==> src/leb_pkg.sv <==
// ============================================================================
// leb_pkg - shared types and constants for the LEB128 encoder
// Command codes, job kinds and the job record passed from front to back.
// ============================================================================
package leb_pkg;

    // Input command codes (tuser)
    typedef enum logic [1:0] {
        CMD_U32_MIN   = 2'd0,
        CMD_U32_FIXED = 2'd1,
        CMD_S32       = 2'd2,
        CMD_S64       = 2'd3
    } cmd_t;

    // How the back end walks the operand
    typedef enum logic [1:0] {
        KIND_UNSIGNED = 2'd0,
        KIND_FIXED    = 2'd1,
        KIND_SIGNED   = 2'd2
    } kind_t;

    typedef struct packed {
        kind_t       kind;
        logic [63:0] operand;
    } job_t;

    localparam int VALUE_W     = 64;
    localparam int BYTE_W      = 8;
    localparam int GROUP_W     = 7;
    localparam int MAX_BYTES   = 10;
    localparam int FIXED_BYTES = 5;
    localparam int CNT_W       = 4;
    localparam int QUEUE_DEPTH = 2;

    localparam logic [7:0] CONT_BIT = 8'h80;
    localparam logic [7:0] TOP_MASK = 8'h0f;

endpackage

==> src/leb_front.sv <==
// ============================================================================
// leb_front - input classifier
// Accepts beats and turns the command into a job kind and a 64-bit operand.
// ============================================================================
module leb_front
(
    input  logic                s_axis_tvalid,
    output logic                s_axis_tready,
    input  logic [63:0]         s_axis_tdata,
    input  logic [1:0]          s_axis_tuser,
    input  logic                q_full,
    output logic                push,
    output leb_pkg::job_t       push_job
);

    leb_pkg::cmd_t cmd;

    assign cmd           = leb_pkg::cmd_t'(s_axis_tuser);
    assign s_axis_tready = !q_full;
    assign push          = s_axis_tvalid && !q_full;

    always_comb
    begin
        push_job.kind    = leb_pkg::KIND_SIGNED;
        push_job.operand = s_axis_tdata;
        case (cmd)
            leb_pkg::CMD_U32_MIN:
            begin
                push_job.kind    = leb_pkg::KIND_UNSIGNED;
                push_job.operand = {32'd0, s_axis_tdata[31:0]};
            end
            leb_pkg::CMD_U32_FIXED:
            begin
                push_job.kind    = leb_pkg::KIND_FIXED;
                push_job.operand = {32'd0, s_axis_tdata[31:0]};
            end
            leb_pkg::CMD_S32:
            begin
                push_job.kind    = leb_pkg::KIND_SIGNED;
                push_job.operand = {{32{s_axis_tdata[31]}}, s_axis_tdata[31:0]};
            end
            default:
            begin
                push_job.kind    = leb_pkg::KIND_SIGNED;
                push_job.operand = s_axis_tdata;
            end
        endcase
    end

endmodule

==> src/leb_queue.sv <==
// ============================================================================
// leb_queue - job queue
// Small FIFO of classified jobs between the front and back ends.
// ============================================================================
module leb_queue
#(
    parameter int DEPTH = leb_pkg::QUEUE_DEPTH
)
(
    input  logic          clk,
    input  logic          rst_n,
    input  logic          push,
    input  leb_pkg::job_t push_job,
    output logic          full,
    input  logic          pop,
    output logic          empty,
    output leb_pkg::job_t pop_job
);

    localparam int AW = (DEPTH > 1) ? $clog2(DEPTH) : 1;
    localparam int CW = $clog2(DEPTH + 1);

    leb_pkg::job_t slot_reg [DEPTH];
    logic [AW-1:0] wr_ptr_reg, wr_ptr_next;
    logic [AW-1:0] rd_ptr_reg, rd_ptr_next;
    logic [CW-1:0] cnt_reg, cnt_next;
    logic          do_push, do_pop;

    assign full    = (cnt_reg == CW'(DEPTH));
    assign empty   = (cnt_reg == '0);
    assign do_push = push && !full;
    assign do_pop  = pop && !empty;
    assign pop_job = slot_reg[rd_ptr_reg];

    always_comb
    begin
        wr_ptr_next = wr_ptr_reg;
        rd_ptr_next = rd_ptr_reg;
        cnt_next    = cnt_reg;
        if (do_push)
        begin
            wr_ptr_next = (wr_ptr_reg == AW'(DEPTH - 1)) ? '0 : wr_ptr_reg + 1'b1;
        end
        if (do_pop)
        begin
            rd_ptr_next = (rd_ptr_reg == AW'(DEPTH - 1)) ? '0 : rd_ptr_reg + 1'b1;
        end
        if (do_push && !do_pop)
        begin
            cnt_next = cnt_reg + 1'b1;
        end
        else if (do_pop && !do_push)
        begin
            cnt_next = cnt_reg - 1'b1;
        end
    end

    always_ff @(posedge clk or negedge rst_n)
    begin
        if (!rst_n)
        begin
            wr_ptr_reg <= '0;
            rd_ptr_reg <= '0;
            cnt_reg    <= '0;
        end
        else
        begin
            wr_ptr_reg <= wr_ptr_next;
            rd_ptr_reg <= rd_ptr_next;
            cnt_reg    <= cnt_next;
        end
    end

    always_ff @(posedge clk)
    begin
        if (do_push)
        begin
            slot_reg[wr_ptr_reg] <= push_job;
        end
    end

endmodule

==> src/leb_back.sv <==
// ============================================================================
// leb_back - byte emitter
// Shifts the operand out seven bits per beat into a registered output stage.
// ============================================================================
module leb_back
(
    input  logic                clk,
    input  logic                rst_n,
    input  logic                q_empty,
    input  leb_pkg::job_t       pop_job,
    output logic                pop,
    output logic                m_axis_tvalid,
    input  logic                m_axis_tready,
    output logic [7:0]          m_axis_tdata,
    output logic                m_axis_tlast
);

    leb_pkg::job_t               job_reg, job_next;
    logic [leb_pkg::CNT_W-1:0]   cnt_reg, cnt_next;
    logic                        busy_reg, busy_next;
    logic                        out_valid_reg, out_valid_next;
    logic [7:0]                  out_byte_reg, out_byte_next;
    logic                        out_last_reg, out_last_next;

    logic        emit;
    logic        done;
    logic        bit6;
    logic        at_cap;
    logic [63:0] rest;
    logic [7:0]  byte_val;

    assign pop  = !busy_reg && !q_empty;
    assign emit = busy_reg && (!out_valid_reg || m_axis_tready);
    assign bit6 = job_reg.operand[6];
    assign at_cap = (cnt_reg == leb_pkg::CNT_W'(leb_pkg::MAX_BYTES - 1));

    always_comb
    begin
        rest     = {7'd0, job_reg.operand[63:7]};
        done     = at_cap;
        byte_val = {1'b0, job_reg.operand[6:0]};
        case (job_reg.kind)
            leb_pkg::KIND_UNSIGNED:
            begin
                done = (rest == '0) || at_cap;
            end
            leb_pkg::KIND_FIXED:
            begin
                done = (cnt_reg == leb_pkg::CNT_W'(leb_pkg::FIXED_BYTES - 1));
                if (done)
                begin
                    byte_val = byte_val & leb_pkg::TOP_MASK;
                end
            end
            default:
            begin
                rest = {{7{job_reg.operand[63]}}, job_reg.operand[63:7]};
                done = ((rest == '0) && !bit6) || ((rest == '1) && bit6) || at_cap;
            end
        endcase
        if (!done)
        begin
            byte_val = byte_val | leb_pkg::CONT_BIT;
        end
    end

    always_comb
    begin
        job_next       = job_reg;
        cnt_next       = cnt_reg;
        busy_next      = busy_reg;
        out_valid_next = out_valid_reg && !m_axis_tready;
        out_byte_next  = out_byte_reg;
        out_last_next  = out_last_reg;
        if (pop)
        begin
            job_next  = pop_job;
            cnt_next  = '0;
            busy_next = 1'b1;
        end
        else if (emit)
        begin
            job_next.operand = rest;
            cnt_next         = cnt_reg + 1'b1;
            busy_next        = !done;
            out_valid_next   = 1'b1;
            out_byte_next    = byte_val;
            out_last_next    = done;
        end
    end

    always_ff @(posedge clk or negedge rst_n)
    begin
        if (!rst_n)
        begin
            busy_reg      <= 1'b0;
            cnt_reg       <= '0;
            out_valid_reg <= 1'b0;
        end
        else
        begin
            busy_reg      <= busy_next;
            cnt_reg       <= cnt_next;
            out_valid_reg <= out_valid_next;
        end
    end

    always_ff @(posedge clk)
    begin
        job_reg      <= job_next;
        out_byte_reg <= out_byte_next;
        out_last_reg <= out_last_next;
    end

    assign m_axis_tvalid = out_valid_reg;
    assign m_axis_tdata  = out_byte_reg;
    assign m_axis_tlast  = out_last_reg;

`ifndef SYNTHESIS
    a_cnt_bound: assert property (@(posedge clk) disable iff (!rst_n)
        busy_reg |-> (cnt_reg <= leb_pkg::CNT_W'(leb_pkg::MAX_BYTES - 1)))
        else $error("byte count past ten");

    a_fixed_len: assert property (@(posedge clk) disable iff (!rst_n)
        (emit && job_reg.kind == leb_pkg::KIND_FIXED) |->
            (done == (cnt_reg == leb_pkg::CNT_W'(leb_pkg::FIXED_BYTES - 1))))
        else $error("fixed form not five bytes");

    a_last_frees: assert property (@(posedge clk) disable iff (!rst_n)
        (emit && done) |=> (!busy_reg && m_axis_tvalid && m_axis_tlast))
        else $error("last beat did not end the job");
`endif

endmodule

==> src/leb128_encoder_unit.sv <==
// ============================================================================
// leb128_encoder_unit - LEB128 varint encoder
// Takes a mode and a 64-bit integer, emits its LEB128 bytes, one per beat.
// ============================================================================
//
// Channel   Dir  tdata              tuser       tlast
// s_axis    in   value[63:0]        cmd[1:0]    -
// m_axis    out  out_byte[7:0]      -           last byte of a value
//
// Flow: for a value of 1..10 bytes the back end loads the job from the
// queue, then shifts the bytes out of the operand register one per beat and
// takes the next job only after the last byte has been emitted.
// The front end classifies in the accept cycle and writes a two-entry queue,
// so new values are taken while the back end still emits earlier ones.
// Stalls: m_axis_tready low holds the output register and the emitter;
// s_axis_tready drops only when the queue is full.
// Reset clears the queue pointers, the busy flag and the output valid.
//
module leb128_encoder_unit
#(
    parameter int QUEUE_DEPTH = leb_pkg::QUEUE_DEPTH
)
(
    input  logic        clk,
    input  logic        rst_n,
    input  logic        s_axis_tvalid,
    output logic        s_axis_tready,
    input  logic [63:0] s_axis_tdata,   // [63:0] value
    input  logic [1:0]  s_axis_tuser,   // [1:0] cmd
    output logic        m_axis_tvalid,
    input  logic        m_axis_tready,
    output logic [7:0]  m_axis_tdata,   // [7:0] out_byte
    output logic        m_axis_tlast    // last
);

    leb_pkg::job_t push_job;
    leb_pkg::job_t pop_job;
    logic          push;
    logic          pop;
    logic          q_full;
    logic          q_empty;

    // Front: accept beat, map command to kind and extend the operand
    leb_front u_front
    (
        .s_axis_tvalid (s_axis_tvalid),
        .s_axis_tready (s_axis_tready),
        .s_axis_tdata  (s_axis_tdata),
        .s_axis_tuser  (s_axis_tuser),
        .q_full        (q_full),
        .push          (push),
        .push_job      (push_job)
    );

    // Queue decouples acceptance from emission
    leb_queue #(.DEPTH(QUEUE_DEPTH)) u_queue
    (
        .clk      (clk),
        .rst_n    (rst_n),
        .push     (push),
        .push_job (push_job),
        .full     (q_full),
        .pop      (pop),
        .empty    (q_empty),
        .pop_job  (pop_job)
    );

    // Back: seven bits per beat, stop rule per kind
    leb_back u_back
    (
        .clk           (clk),
        .rst_n         (rst_n),
        .q_empty       (q_empty),
        .pop_job       (pop_job),
        .pop           (pop),
        .m_axis_tvalid (m_axis_tvalid),
        .m_axis_tready (m_axis_tready),
        .m_axis_tdata  (m_axis_tdata),
        .m_axis_tlast  (m_axis_tlast)
    );

endmodule

==> config.mk <==
export PLATFORM = sky130hd
export DESIGN_NAME = leb128_encoder_unit
export DESIGN_NICKNAME = d
export VERILOG_FILES = /design/src/leb_pkg.sv /design/src/leb_front.sv /design/src/leb_queue.sv /design/src/leb_back.sv /design/src/leb128_encoder_unit.sv
export SDC_FILE = /design/constraint.sdc
export NUM_CORES = 1
export LEC_CHECK = 0
export BUFFER_PORTS_ARGS = -buffer_cell sky130_fd_sc_hd__buf_4
export CAP_MARGIN = 10
export CORE_UTILIZATION = 62
export CTS_BUF_LIST = sky130_fd_sc_hd__clkbuf_4
export DETAILED_ROUTE_END_ITERATION = 8
export HOLD_SLACK_MARGIN = 0.12
export PLACE_DENSITY = 0.88
export SLEW_MARGIN = 20
export SYNTH_ARGS = -nofsm -noshare
export SYNTH_HDL_FRONTEND = slang
export SYNTH_HIERARCHICAL = 1
export SYNTH_SLANG_ARGS = --single-unit
==> constraint.sdc <==
create_clock -name clk -period 4.9 [get_ports clk]
set_input_delay 0.735 -clock clk [delete_from_list [all_inputs] [get_ports clk]]
set_output_delay 0.735 -clock clk [all_outputs]
set_load 0.05 [all_outputs]
* Word level (Yosys, flattened, before mapping)
Memory sizes are Yosys's and may differ from the RTL's.
Cells that the tools add are included.
** Operators by class
- Add/sub/neg operators :: 5
- Multiply operators :: 0
- Div/mod/pow operators :: 0
- $lt $le $gt $ge :: 0
- Equality and inequality tests :: 7
- Shift-type cells :: 0
- Muxes and demuxes :: 19
- Bitwise logic cells :: 1
- Reduce and logical (&&, ||, !) cells :: 34
** Operators by type and width (number)
- one-hot mux 66 bit (3 select lines) :: 1
- two-way mux 64 bit :: 3
- equality test 64 bit, second input constant :: 1
- logical NOT 64 bit :: 1
- logical NOT 57 bit :: 1
- logical AND 1 bit :: 10
- logical NOT 1 bit :: 9
- two-way mux 1 bit :: 8
- two-way mux 4 bit :: 2
- two-way mux 8 bit :: 1
- two-way mux 7 bit :: 1
- logical NOT 2 bit :: 3
- nonzero test 2 bit :: 3
- adder 4 x 1 -> 4 bit, second input constant :: 1
- equality test 2 x 1 -> 1 bit, second input constant :: 2
- equality test 2 bit, second input constant :: 2
- equality test 4 x 3 -> 1 bit, second input constant :: 1
- equality test 4 bit, second input constant :: 1
- logical OR 1 bit :: 4
- two-way mux 2 bit :: 2
- AND reduction 2 bit :: 2
- adder 1 bit, second input constant :: 2
- adder 2 x 1 -> 2 bit, second input constant :: 1
- one-hot mux 1 bit (2 select lines) :: 1
- other kinds (3) :: 3
** Storage, ports and cells
- Register bits :: 85
- Latch bits :: 0
- Bits in writable memories :: 132
- Bits in read-only memories :: 0
- Bits of input ports :: 70
- Logic and storage cells :: 79
- Memories :: 1
** Memory list
- u_queue.slot_reg :: depth 2, bits a word 66, rd ports 1, clocked after Yosys merged registers in 0, write ports 1, line leb_queue.sv:23 : leb_pkg::job_t slot_reg [DEPTH];

* Depth between registers and ports, before layout
- Word-level depth :: 8
- Depth in mapped cells :: 10

* Hierarchy
Netlist, hierarchy kept.
** By module, submodules not included
- leb_queue :: instances 1, cells each 224, area each 5072.4 µm²
- leb_back :: instances 1, cells each 354, area each 3672.3 µm²
- leb_front :: instances 1, cells each 111, area each 818.3 µm²

* Least setup slack after synthesis
No wires, ideal clock.
- Kind :: input port to flip-flop
- Start :: input s_axis_tvalid
- End :: memory u_queue/slot_reg[0][0] (netlist bit), enable pin
- Setup time :: 0.490 ns
- Arrival :: 3.735 ns
- Required time :: 4.410 ns
- Path slack :: 0.674 ns
- Stages on the path :: 3
- Path buffers :: 0
- Cells stage by stage :: nor2b_1 > nand2_1 > nor2_1
** On the way
- Longest elaborated chain between the ends :: 4
** RTL lines
- start, declared :: line leb128_encoder_unit.sv:26 : input logic s_axis_tvalid,
- logical AND 1 bit :: line leb_front.sv:20 : assign push = s_axis_tvalid && !q_full;
- logical AND 1 bit :: line leb_queue.sv:31 : assign do_push = push && !full;
- two-way mux 1 bit :: line leb_queue.sv:76 : if (do_push)
- two-way mux 1 bit (implied by the code) :: line leb_queue.sv:78 : slot_reg[wr_ptr_reg] <= push_job;
- end, declared :: line leb_queue.sv:23
Every way passes these cells.

* Final worst setup path
- Start :: register u_queue.cnt_reg[0]
- End :: register u_back/job_reg[16] (netlist bit), enable pin
** On the way
- Longest elaborated chain between the ends :: 4
** RTL lines
- start, declared :: line leb_queue.sv:26 : logic [CW-1:0] cnt_reg, cnt_next;
- start signal, assigned :: line leb_queue.sv:70 : cnt_reg <= cnt_next;
- logical NOT 2 bit :: line leb_queue.sv:30 : assign empty = (cnt_reg == '0);
- named net q_empty :: line leb128_encoder_unit.sv:41 : logic q_empty;
- logical NOT 1 bit :: line leb_back.sv:32 : assign pop = !busy_reg && !q_empty;
- logical AND 1 bit :: line leb_back.sv:32
- nonzero test 2 bit (no line)
- end signal, assigned :: line leb_back.sv:110 : job_reg <= job_next;
- end, declared :: line leb_back.sv:18 : leb_pkg::job_t job_reg, job_next;
The timed path passes the listed nets, and every way through them passes these cells.
A chain may end at the register's enable or synchronous reset.

==> impl_metrics.env <==
export IMPL_status="completed"
export IMPL_synth_top_area_share_pct=65.0
export IMPL_place_gp_congestion=0.897
export IMPL_synth_async_reset_ratio_pct=4.61
export IMPL_hold_depth=1
export IMPL_drc_errors=0
export IMPL_start_util_pct=63.1
export IMPL_cts_setup_buffers=0
export IMPL_dr_pass1_iters=4
export IMPL_synthXorXnorAreaFrac_pct=0.641
export IMPL_ctsHoldBuffers=1
export IMPL_dpl_cell_count=898
export IMPL_fill_cells=979
export IMPL_nNetsFinal=841
export IMPL_cts_htree_levels=2
export IMPL_synth_top_family_by_area="simple AND/OR/NAND/NOR gates"
export IMPL_grt_pass1_wl_mm=28.3
export IMPL_peakVddDrop_mv=0.251
export IMPL_fp_coreArea_um2=15100
export IMPL_clock_latency_ps=660
export IMPL_io_buffers=80
export IMPL_area_growth_pct=11.1
export IMPL_cts_resized=0
export IMPL_grt_max_degree=70
export IMPL_max_slew_margin_pct=34.4
export IMPL_clk_pin_slew_ps=70
export IMPL_layout_common_cells="209 x nand2_1, 207 x edfxtp_1, 86 x buf_4, 65 x clkbuf_4, 36 x mux2_2"
export IMPL_hold_class="in -> reg"
export IMPL_crit_start="u_queue/cnt_reg[0]$_DFFE_PN0P_"
export IMPL_ioPinCount=81
export IMPL_grt_usage_pct=23.2
export IMPL_worst_pin_slew_ps=984
export IMPL_cts_tree="built"
export IMPL_synth_area_top_cells="edfxtp_1 65%, nand2_1 8.2%, mux2_4 4.7%"
export IMPL_cts_sinks=217
export IMPL_vias=5535
export IMPL_largest_register_ffs=132
export IMPL_arrival_ps=2920
export IMPL_synth_area_um2=9560
export IMPL_synth_fa_ha_area_share_pct=0.523
export IMPL_rr_worst_depth=5
export IMPL_routed_wirelength_mm=17.6
export IMPL_die_y_um=126
export IMPL_skew_ps=34.0
export IMPL_cts_root_buf="clkbuf_4"
export IMPL_worstHoldStart="s_axis_tdata[1]"
export IMPL_antenna_found_initial=1
export IMPL_die_area_um2=15900
export IMPL_crit_fanout=62
export IMPL_crit_type="reg -> reg"
export IMPL_synth_cells=689
export IMPL_drt_iter0_markers=469
export IMPL_yosys_warnings=6
export IMPL_max_freq_ghz=0.379
export IMPL_cp_end_kind="register"
export IMPL_setup_violations=0
export IMPL_seq_area_um2=6470
export IMPL_crit_path_start_kind="register"
export IMPL_rsz0062_at_grt="false"
export IMPL_grt_pass1_vias=5734
export IMPL_synth_compound_area_share_pct=4.70
export IMPL_p_leak_nw=4.15
export IMPL_synth_flop_cell="edfxtp_1"
export IMPL_dp_hpwl_mm=11.5
export IMPL_yosys_area_share_simple_pct=12.7
export IMPL_wl_per_cell_um=17.9
export IMPL_post_route_util_pct=70.2
export IMPL_hold_viol=0
export IMPL_r2r_start="u_queue/cnt_reg[0]$_DFFE_PN0P_"
export IMPL_synth_cell_types=37
export IMPL_numCtsBuffers=53
export IMPL_die_x_um=126
export IMPL_finalMaxSlewViolations=0
export IMPL_power_density_nw_per_um2=545
export IMPL_required_ps=5180
export IMPL_yosysSeqAreaShare_pct=67.6
export IMPL_clk_path_buf_depth=3
export IMPL_avgSynthCellArea_um2=13.9
export IMPL_final_min_period_over_clock_period_pct=53.8
export IMPL_ys_ff_latch=217
export IMPL_muxShareOfSynthArea_pct=8.95
export IMPL_multi_input_area_um2=2640
export IMPL_grt_ovfl_total=0
export IMPL_synth_nets=763
export IMPL_vias_per_cell=5.63
export IMPL_final_common_cell="nand2_1"
export IMPL_antenna_left=0
export IMPL_min_period_ps=2640
export IMPL_max_cap_violations=0
export IMPL_drive_gt1_share_pct=33.2
export IMPL_fin_cells=983
export IMPL_yosysTopAreaCell="edfxtp_1"
export IMPL_synth_edf_count=207
export IMPL_rows=45
export IMPL_timing_setup_tns_ps=0
where the power goes:
part           switching [mW]  internal [mW]
Clock                   0.660          0.668
Sequential              0.350           2.71
Combinational           0.777          0.619
cells in the mapped netlist, types with 3 or more instances:
library cell	count
xnor2_1	4
mux2_2	36
nor4_2	4
nor2b_1	6
ha_1	4
nor2_1	8
nand2_1	210
clkbuf_1	11
a21o_1	6
mux2_4	30
buf_6	7
nor4_1	14
a21boi_2	30
nand4_1	19
buf_2	13
nand2b_1	3
buf_4	34
xor2_1	3
dfrtp_1	10
o21ai_0	5
inv_1	7
edfxtp_1	207
critical path: stages, from the launching register on:
cell     delay (ps)
dfrtp_1         430
nor2_1           80
or2_2           290
buf_4           310
nand2_2         570
buf_4           540
layout make-up:
type                       instances  share of cell area [%]
sequential                       217                    60.9
multi-input combinational        399                    24.8
timing repair buffer              88                    6.36
clock buffer                      65                    4.59
tap                              188                    2.21
clock inverter                    17                   0.859
inverter                           8                   0.283
antenna                            1                  0.0235
through the flow:
step	total power [mW]	worst slack [ps]	hold WS, ps	cell area [um2]
floorplan	4.09	674	400	9560
global placement	4.36	2050	404	10000
detailed placement	4.47	1970	419	10000
CTS	5.81	2080	210	10600
global route	6.09	2090	211	10600
finish	5.79	2260	261	10600
final timing paths:
check	to	slack, ps
setup / recovery	u_back/job_reg[16]$_DFFE_PP_	2260
setup reg to reg	u_back/job_reg[16]$_DFFE_PP_	2260
min in group asynchronous	u_queue/cnt_reg[1]$_DFFE_PN0P_	430
hold reg to reg	u_back/m_axis_tdata[1]$_DFFE_PP_	440
hold / removal	u_queue/slot_reg[1][1]$_DFFE_PP_	260
max in group asynchronous	u_back/busy_reg$_DFFE_PN0P_	4310
routing by layer:
| metal | global-route usage [%] | vias up | wire length, um |
|---|---|---|---|
| met2 | 39.0 | 253 | 8970 |
| met3 | 5.73 | 45 | 1290 |
| met1 | 28.4 | 2628 | 6800 |
| met5 | 0 | - | 0 |
| li1 | - | 2609 | - |
| met4 | 10.9 | 0 | 516 |
cell families after synthesis:
group / Yosys count
AOI/OAI and AO/OA: 47
xor gates and xnor gates: 7
adders and majority gates: 4
buffers and inverters: 73
DFF: 217
muxes: 66
and+or+nand+nor: 275
Note: power is estimated with default switching activity, not from simulation.
